### src/rtl/core/tdpf_pkg.sv
// tdpf_pkg: shared constants for the trial division prime filter
// no dependencies

package tdpf_pkg;

	// width of the tested value, sign at the top bit
	localparam int VALUE_BITS = 32;

	// width of the bit counter of the shared divider
	localparam int CNT_BITS = $clog2(VALUE_BITS);

	// first trial divisor
	localparam logic [VALUE_BITS-1:0] SMALLEST_PRIME = VALUE_BITS'(2);

	typedef logic [VALUE_BITS-1:0] value_t;
	typedef logic [CNT_BITS-1:0]   cnt_t;

endpackage

### src/rtl/core/trial_division_prime_filter.sv
// trial_division_prime_filter: primality test by trial division, one shared
// restoring divider under a small sequencer. depends on tdpf_pkg.
//
// negative values and values below 2 are answered from idle without division;
// else each trial divisor k takes 32 divider steps plus one check, with
// k = 2 .. floor(sqrt(value)) + 1 at most; those early answers never raise busy.
// one word at a time: busy stays high until the result strobe (done) fires.
// done is a one-cycle pulse; the receiver cannot stall it.
// arst_n clears the sequencer and the strobe; data registers are not reset.

module trial_division_prime_filter (
	input  logic        clk,
	input  logic        arst_n,
	input  logic        start,
	output logic        busy,
	input  logic signed [31:0] value,
	input  logic        last_element,
	output logic        done,
	output logic signed [31:0] tested_value,
	output logic        is_prime,
	output logic        last_result
);

	localparam int VB = tdpf_pkg::VALUE_BITS;

	localparam logic [1:0] ST_IDLE  = 2'd0;
	localparam logic [1:0] ST_DIV   = 2'd1;
	localparam logic [1:0] ST_CHECK = 2'd2;

	logic [1:0]           state_q;
	tdpf_pkg::value_t     v_q;       // value under test
	tdpf_pkg::value_t     k_q;       // current trial divisor
	tdpf_pkg::value_t     dq_q;      // dividend shifting out, quotient shifting in
	logic [VB:0]          rem_q;     // partial remainder
	tdpf_pkg::cnt_t       cnt_q;
	logic                 last_q;
	logic                 done_q;
	logic                 prime_q;
	logic signed [31:0]   out_val_q;
	logic                 out_last_q;

	// one restoring step of the shared divider
	logic [VB:0] trial_rem;
	logic [VB:0] diff;
	logic        fits;

	assign trial_rem = {rem_q[VB-1:0], dq_q[VB-1]};
	assign diff      = trial_rem - {1'b0, k_q};
	assign fits      = trial_rem >= {1'b0, k_q};

	// input word viewed at the value width, upper bits zero when wider
	tdpf_pkg::value_t in_v;
	assign in_v = tdpf_pkg::value_t'($unsigned(value));

	assign busy         = (state_q != ST_IDLE);
	assign done         = done_q;
	assign tested_value = out_val_q;
	assign is_prime     = prime_q;
	assign last_result  = out_last_q;

	// sequencer
	always_ff @(posedge clk or negedge arst_n) begin
		if (!arst_n) begin
			state_q <= ST_IDLE;
			done_q  <= 1'b0;
		end else begin
			done_q <= 1'b0;
			case (state_q)
				ST_IDLE: begin
					if (start) begin
						if (in_v[VB-1] || (in_v < tdpf_pkg::SMALLEST_PRIME)) begin
							done_q <= 1'b1;
						end else begin
							state_q <= ST_DIV;
						end
					end
				end
				ST_DIV: begin
					if (cnt_q == tdpf_pkg::cnt_t'(VB - 1)) begin
						state_q <= ST_CHECK;
					end
				end
				ST_CHECK: begin
					if ((k_q > dq_q) || (rem_q == '0)) begin
						done_q  <= 1'b1;
						state_q <= ST_IDLE;
					end else begin
						state_q <= ST_DIV;
					end
				end
				default: begin
					state_q <= ST_IDLE;
				end
			endcase
		end
	end

	// datapath: divider registers, divisor and result word
	always_ff @(posedge clk) begin
		case (state_q)
			ST_IDLE: begin
				if (start) begin
					v_q        <= in_v;
					k_q        <= tdpf_pkg::SMALLEST_PRIME;
					dq_q       <= in_v;
					rem_q      <= '0;
					cnt_q      <= '0;
					last_q     <= last_element;
					out_val_q  <= value;
					out_last_q <= last_element;
					prime_q    <= 1'b0;
				end
			end
			ST_DIV: begin
				dq_q  <= {dq_q[VB-2:0], fits};
				rem_q <= fits ? diff : trial_rem;
				cnt_q <= cnt_q + 1'b1;
			end
			ST_CHECK: begin
				// k past the root bound: prime; exact divide: composite
				if (k_q > dq_q) begin
					prime_q    <= 1'b1;
					out_last_q <= last_q;
				end else if (rem_q == '0) begin
					prime_q    <= 1'b0;
					out_last_q <= last_q;
				end else begin
					k_q   <= k_q + 1'b1;
					dq_q  <= v_q;
					rem_q <= '0;
					cnt_q <= '0;
				end
			end
			default: begin
			end
		endcase
	end

endmodule
### config.mk
export PLATFORM = sky130hd
export DESIGN_NAME = trial_division_prime_filter
export DESIGN_NICKNAME = d
export VERILOG_FILES = /design/src/rtl/core/tdpf_pkg.sv /design/src/rtl/core/trial_division_prime_filter.sv
export SDC_FILE = /design/constraint.sdc
export NUM_CORES = 1
export LEC_CHECK = 0
export BUFFER_PORTS_ARGS = -buffer_cell sky130_fd_sc_hd__buf_4
export CAP_MARGIN = 0
export CELL_PAD_IN_SITES_DETAIL_PLACEMENT = 1
export CELL_PAD_IN_SITES_GLOBAL_PLACEMENT = 2
export CORE_MARGIN = 3
export CORE_UTILIZATION = 35
export CTS_CLUSTER_SIZE = 14
export DETAILED_ROUTE_END_ITERATION = 8
export PLACE_DENSITY_LB_ADDON = 0.1
export SYNTH_ARGS = -nofsm -noshare
export SYNTH_HDL_FRONTEND = slang
export SYNTH_SLANG_ARGS = --single-unit
### constraint.sdc
create_clock -name clk -period 6.1 [get_ports clk]
set_input_delay 1.22 -clock clk [delete_from_list [all_inputs] [get_ports clk]]
set_output_delay 1.22 -clock clk [all_outputs]
set_load 0.01 [all_outputs]
==> reports/metrics.yaml, run 1 <==
async_flop_share: 0.02143
setup_viol: 0
period_share: 0.6211
p_per_area_nw_per_um2: 624.3
drv_slew: 0
syn-cell-area_um2: 9046
synth_seq_cells: 140
synthTopCellsByArea: "edfxtp_1, ha_1, a21oi_1"
fin_nets: 1090
grt_overflow_total: 0
grt_pass1_wl_um: 42580
path_clk_slew_ps: 70
criticalPathCategory: "register to register"
globalplace.congestion: 0.8100
cts_buffers: 17
clock_skew_ps: 12.94
yosys_most_used_dff: "edfxtp_1"
clkSinkCount: 140
postRouteAntennaNets: 0
final_cell_mix: "edfxtp_1, a21oi_1, nor2_1"
required_ps: 6210
tightest_slew_ps: 1205
comb_power_share: 0.541
rsz0062_at_grt: "no"
power_mw: 6.554
clk-insertion-delay-late_ps: 430
groute.usage.overall: 0.1905
rr_endpoint: "rem_q[14]$_SDFFCE_PN0P_"
firstDrtPassIters: 4
ctsHtreeMaxLevel: 4
synth_cell_types: 74
cts_resized: 0
tns_ps: 0
worst_hold_startpoint: "last_q$_DFFE_PP_"
clockPowerShare: 0.160
die_h_um: 166.8
initial_core_util: 0.3572
ioPinCount: 72
synth_top_area_cell: "edfxtp_1"
drtIter0Drc: 449
crit_start: "dq_q[31]$_DFFE_PP_"
syn_nets: 1027
rows: 58
crit_end: "rem_q[14]$_SDFFCE_PN0P_"
die-area_um2: 27810
synth_edf_count: 137
worstSetupEndpointType: "register"
postRouteWirelength_um: 26110
status: "completed"
sequentialPowerShare: 0.299
vias: 7089
switching_power_mw: 3.017
vias_per_cell: 5.350
cts_buffer_depth: 2
min_period_ps: 3789
peakVddDrop_uv: 206.2
portBuffers: 71
cp_max_fo: 39
startpoint_type: "register"
syn_avg_cell_area_um2: 9.843
multi_input_area_um2: 4427
seq_area_frac_synth: 0.4631
maxCapViolCount: 0
fmax_ghz: 0.2640
leakage_nw: 4.230
cp.arrival_ps: 3900
reg2reg_from: "dq_q[31]$_DFFE_PP_"
route.detailed.wl_per_inst_um: 19.71
final_common_cell: "edfxtp_1"
num_antenna_cells: 0
first_global_vias: 7466
seq_area_um2: 4189
ctsHoldBuffers: 0
hpwl_um: 19200
hold_class: "register to register"
rrSetupSlack_ps: 2310
syn2layout_area_growth_pct: 16.04
core_um2: 25330
die_w_um: 166.8
drive_above_1_share: 0.1377
cts-root-buf: "clkbuf_16"
post_cts_buffers: 0
yosysWarnings: 0
drc: 0
grt_start_max_net_pins: 65
grt_antenna_before_repair: 0
rr_worst_depth: 8
nFillCells: 2883
intPower_mw: 3.536
hold_violations: 0
max-slew-margin-rel: 0.1969
synthCells: 919
synth_top_area_frac: 0.4548
cts_tree: "yes"
switching_share: 0.4604
## final cells by class
type	instances	area share
inverters	79	0.02825
flip-flops and latches	140	0.3990
multi-input cells	666	0.4217
clock buffers	18	0.04088
well taps	330	0.03933
clock inverters	14	0.01383
repair buffers	78	0.05697
## worst max-delay path: stages (launching register included)
cell and delay (ps):
edfxtp_1 400, inv_1 120, ha_1 320, nand4_1 160, nor4_1 700, nand3_1 200, a31o_2 340, o22ai_4 880
buf_12 350
## power by group through the flow
stage	registers (mW)	logic, mW	clock network (mW)
after detailed placement	1.98	3.56	0
after CTS	1.97	3.59	1.07
final	1.96	3.55	1.05
after floorplan	1.89	2.62	0
after global placement	1.98	3.58	0
after global routing	2.02	4.02	1.11
## per-stage QoR
| step | utilization | instances | setup WS (ps) | cell area, um2 | hold slack (ps) |
|---|---|---|---|---|---|
| final | 0.4145 | 1325 | 2311 | 10500 | 555.4 |
| after global placement | 0.3918 | 1293 | 2249 | 9923 | 527.2 |
| after global routing | 0.4145 | 1325 | 2003 | 10500 | 563.4 |
| after CTS | 0.4145 | 1325 | 2198 | 10500 | 557.6 |
| after detailed placement | 0.3918 | 1293 | 2206 | 9923 | 549.7 |
| after floorplan | - | 919 | 403.4 | 9046 | 523.2 |
## metal layers
layer	routed length [um]	up-vias	track usage
met4	269	0	0.04591
met1	13530	3453	0.2809
met3	639	19	0.02563
met5	0	-	0
li1	-	3516	-
met2	11670	101	0.2979
## worst min path at each step
stage                            endpoint  slack [ps]  cells after the start
floorplan           last_result$_DFFE_PP_         520                      1
global placement    last_result$_DFFE_PP_         530                      1
detailed placement  last_result$_DFFE_PP_         550                      1
CTS                        done$_DFF_PN0_         560                      1
global route               done$_DFF_PN0_         560                      1
finish              last_result$_DFFE_PP_         560                      1
## flip-flops by register name (all words and copies together), names as in the netlist
register	flops
rem_q	33
dq_q	32
k_q	32
tested_value	32
cnt_q	5
state_q	2
done	1
is_prime	1
last_q	1
last_result	1
## synth_stat cells (all sizes together) (3+ instances only)
library cell,number
xor2,9
clkbuf,25
and2,8
nor2b,4
a22oi,31
a31oi,9
xnor2,37
nor4,21
edfxtp,137
ha,71
dfrtp,3
and3,6
inv,78
o221ai,3
nand3,25
a21o,30
nor3,17
nor2,90
or3,10
o21bai,3
o21ai,29
a211oi,7
o22ai,11
a21oi,94
nand2,76
nand2b,9
buf,9
o21a,11
nand4,19
## logic make-up (layout without fill, tap and decap cells)
| kind of cell | Yosys count | in the layout | synth area share |
|---|---|---|---|
| multiplexers | 4 | 4 | 0.004703 |
| flip-flops | 140 | 140 | 0.4631 |
| buffers and inverters | 113 | 189 | 0.05035 |
| AND/OR/NAND/NOR | 294 | 294 | 0.1580 |
| XOR/XNOR | 46 | 46 | 0.04454 |
| adder cells (fa/ha/maj) | 72 | 72 | 0.1004 |
| AO/OA/AOI/OAI | 250 | 250 | 0.1790 |
No activity file was read; power rests on OpenSTA's default activity.
==> inputs of run 2 (changes only) <==
ABC_AREA = 1   (was unset)
CORE_UTILIZATION = 37   (was 35)
clock period = 3.7 ns   (was 6.1 ns; I/O delays follow)
==> run 2 against run 1 <==
  * Area after synthesis increased by 10%
  * Routed wire length increased by 20%
  * Final cell count increased by 29%
  * Synthesized cell count increased by 41%
  * Sequential share of layout area decreased by 3.4 points
  * Via count increased by 23%
  * Core utilization increased by 2.2 points
  * Worst hold slack got worse by 480 ps
  * Register-to-register slack got worse by 1700 ps
  * Worst setup slack got worse by 1700 ps
  * Clock-buffer cell count unchanged
  * Sequential cell count unchanged
  * Critical path type unchanged
==> reports/metrics.yaml, run 2 <==
max-slew-margin-rel: 0.4454
fin_nets: 1472
final_core_util: 0.4365
syn_nets: 1400
synthCells: 1292
crit_start: "k_q[11]$_SDFFCE_PN0P_"
drive_above_1_share: 0.1118
rsz0062_at_grt: "no"
tightest_slew_ps: 824.3
final_common_cell: "nand2_1"
synth_cell_types: 44
first_global_vias: 9377
tns_ps: 0
grt_overflow_total: 0
route.detailed.wl_per_inst_um: 18.37
drc: 0
maxCapViolCount: 0
postRouteWirelength_um: 31440
hpwl_um: 25140
startpoint_type: "register"
hold_class: "input port to asynchronous set/reset pin"
status: "completed"
groute.usage.overall: 0.2242
synth_top_area_frac: 0.4118
core_um2: 26280
num_antenna_cells: 0
multi_input_area_um2: 4936
rows: 59
yosys_most_used_dff: "edfxtp_1"
synth_edf_count: 137
path_clk_slew_ps: 80
portBuffers: 71
async_flop_share: 0.02143
vias_per_cell: 5.091
firstDrtPassIters: 4
ys_top_cells_by_count: "nand2_1, inv_1, nor2_1"
clkSinkCount: 140
cts_buffers: 17
ctsHtreeMaxLevel: 4
period_share: 0.8303
worstSetupEndpointType: "register"
cts_resized: 0
setup_viol: 0
dp.cells: 1680
grt_pass1_wl_um: 50610
stdcell_count: 1712
synthTopCellsByArea: "edfxtp_1, nand2_1, ha_1"
reg2reg_from: "k_q[11]$_SDFFCE_PN0P_"
hold_violations: 0
clk-insertion-delay-late_ps: 430
required_ps: 3860
postRouteAntennaNets: 0
grt_start_max_net_pins: 42
die_h_um: 170.3
grt_antenna_before_repair: 0
synth_top_area_cell: "edfxtp_1"
vias: 8716
post_cts_buffers: 0
synth_seq_cells: 140
drtIter0Drc: 468
die-area_um2: 29010
hold_slack_ps: 78.94
nFillCells: 3231
drv_slew: 0
cp.arrival_ps: 3230
ioPinCount: 72
yosysWarnings: 0
seq_area_um2: 4189
die_w_um: 170.3
min_period_ps: 3072
clock_skew_ps: 17.29
syn2layout_area_growth_pct: 14.82
final_cell_mix: "nand2_1, inv_1, nor2_1"
criticalPathCategory: "register to register"
cts-root-buf: "clkbuf_16"
cp_max_fo: 41
syn-cell-area_um2: 9991
initial_core_util: 0.3802
syn_avg_cell_area_um2: 7.733
cts_tree: "yes"
globalplace.congestion: 0.8836
seq_area_frac_synth: 0.4193
largest_reg_flops: 33
yosysMostFrequentCell: "nand2_1"
cts_buffer_depth: 2
ctsHoldBuffers: 0
fmax_ghz: 0.3255
registers.top_by_ff_count: "rem_q"
## run 2: cell count changes in the layout (fill, tap and decap cells not counted), moves of 9 or more
cell / delta
a21o_1: -24
a21oi_1: +21
a22oi_1: -14
inv_1: +109
nand2_1: +229
nand2b_1: -9
nand3_1: +21
nor2_1: +93
nor3_1: +13
nor4_1: -15
o21ai_1: +32
o22ai_1: -9
or3_1: -9
xnor2_1: -34
## run 2: cell families after synthesis
group / share of synthesized area
flops: 0.4193
buf+inv: 0.08691
xor+xnor: 0.01753
compound gates: 0.1152
fa+ha+maj: 0.09092
simple gates: 0.2701
## run 2: layer usage
| metal | global-route usage | vias to the layer above | share of wire |
|---|---|---|---|
| met3 | 0.03275 | 30 | 0.031 |
| li1 | - | 4433 | - |
| met2 | 0.3743 | 154 | 0.47 |
| met4 | 0.06102 | 0 | 0.019 |
| met1 | 0.3051 | 4099 | 0.48 |
| met5 | 0 | - | 0 |
## run 2: path summary, 6_finish.rpt
| check | to | slack, ps | depth (start not counted) |
|---|---|---|---|
| setup / recovery | rem_q[7]$_SDFFCE_PN0P_ | 630 | 13 |
| setup reg to reg | rem_q[7]$_SDFFCE_PN0P_ | 630 | 13 |
| hold / removal | state_q[0]$_DFFE_PN0P_ | 80 | 1 |
| min in group clk | tested_value[3]$_DFFE_PP_ | 490 | 1 |
| hold reg to reg | last_result$_DFFE_PP_ | 530 | 2 |
| max in group asynchronous | state_q[1]$_DFFE_PN0P_ | 3530 | 1 |
## run 2: per-stage QoR
step	area, um2	setup WS [ps]
after floorplan	9991	476.9
after CTS	11470	611.8
after detailed placement	10870	646.4
after global routing	11470	437.2
after global placement	10870	680.6
final	11470	627.7
## run 2: layout make-up
type | instances | area share
well taps | 335 | 0.03654
flip-flops and latches | 140 | 0.3652
repair buffers | 80 | 0.05236
inverters | 193 | 0.06315
clock buffers | 18 | 0.03741
multi-input cells | 932 | 0.4303
clock inverters | 14 | 0.01505
## run 2: worst max-delay path, stage by stage (launching register included)
cell and delay [ps]:
edfxtp_1 470, inv_1 150, ha_1 400, nand2_1 140
nor2_4 150, inv_1 90, nor3_1 300, nand4_1 230
nand2_2 160, inv_2 50, nand2_4 370, nand2_1 100
o21ai_1 100, nor2_1 70
Power of run 2 is left out: the tool's default activity adds up to more than one toggle a clock period on the data nets, which glitch-free logic cannot reach.
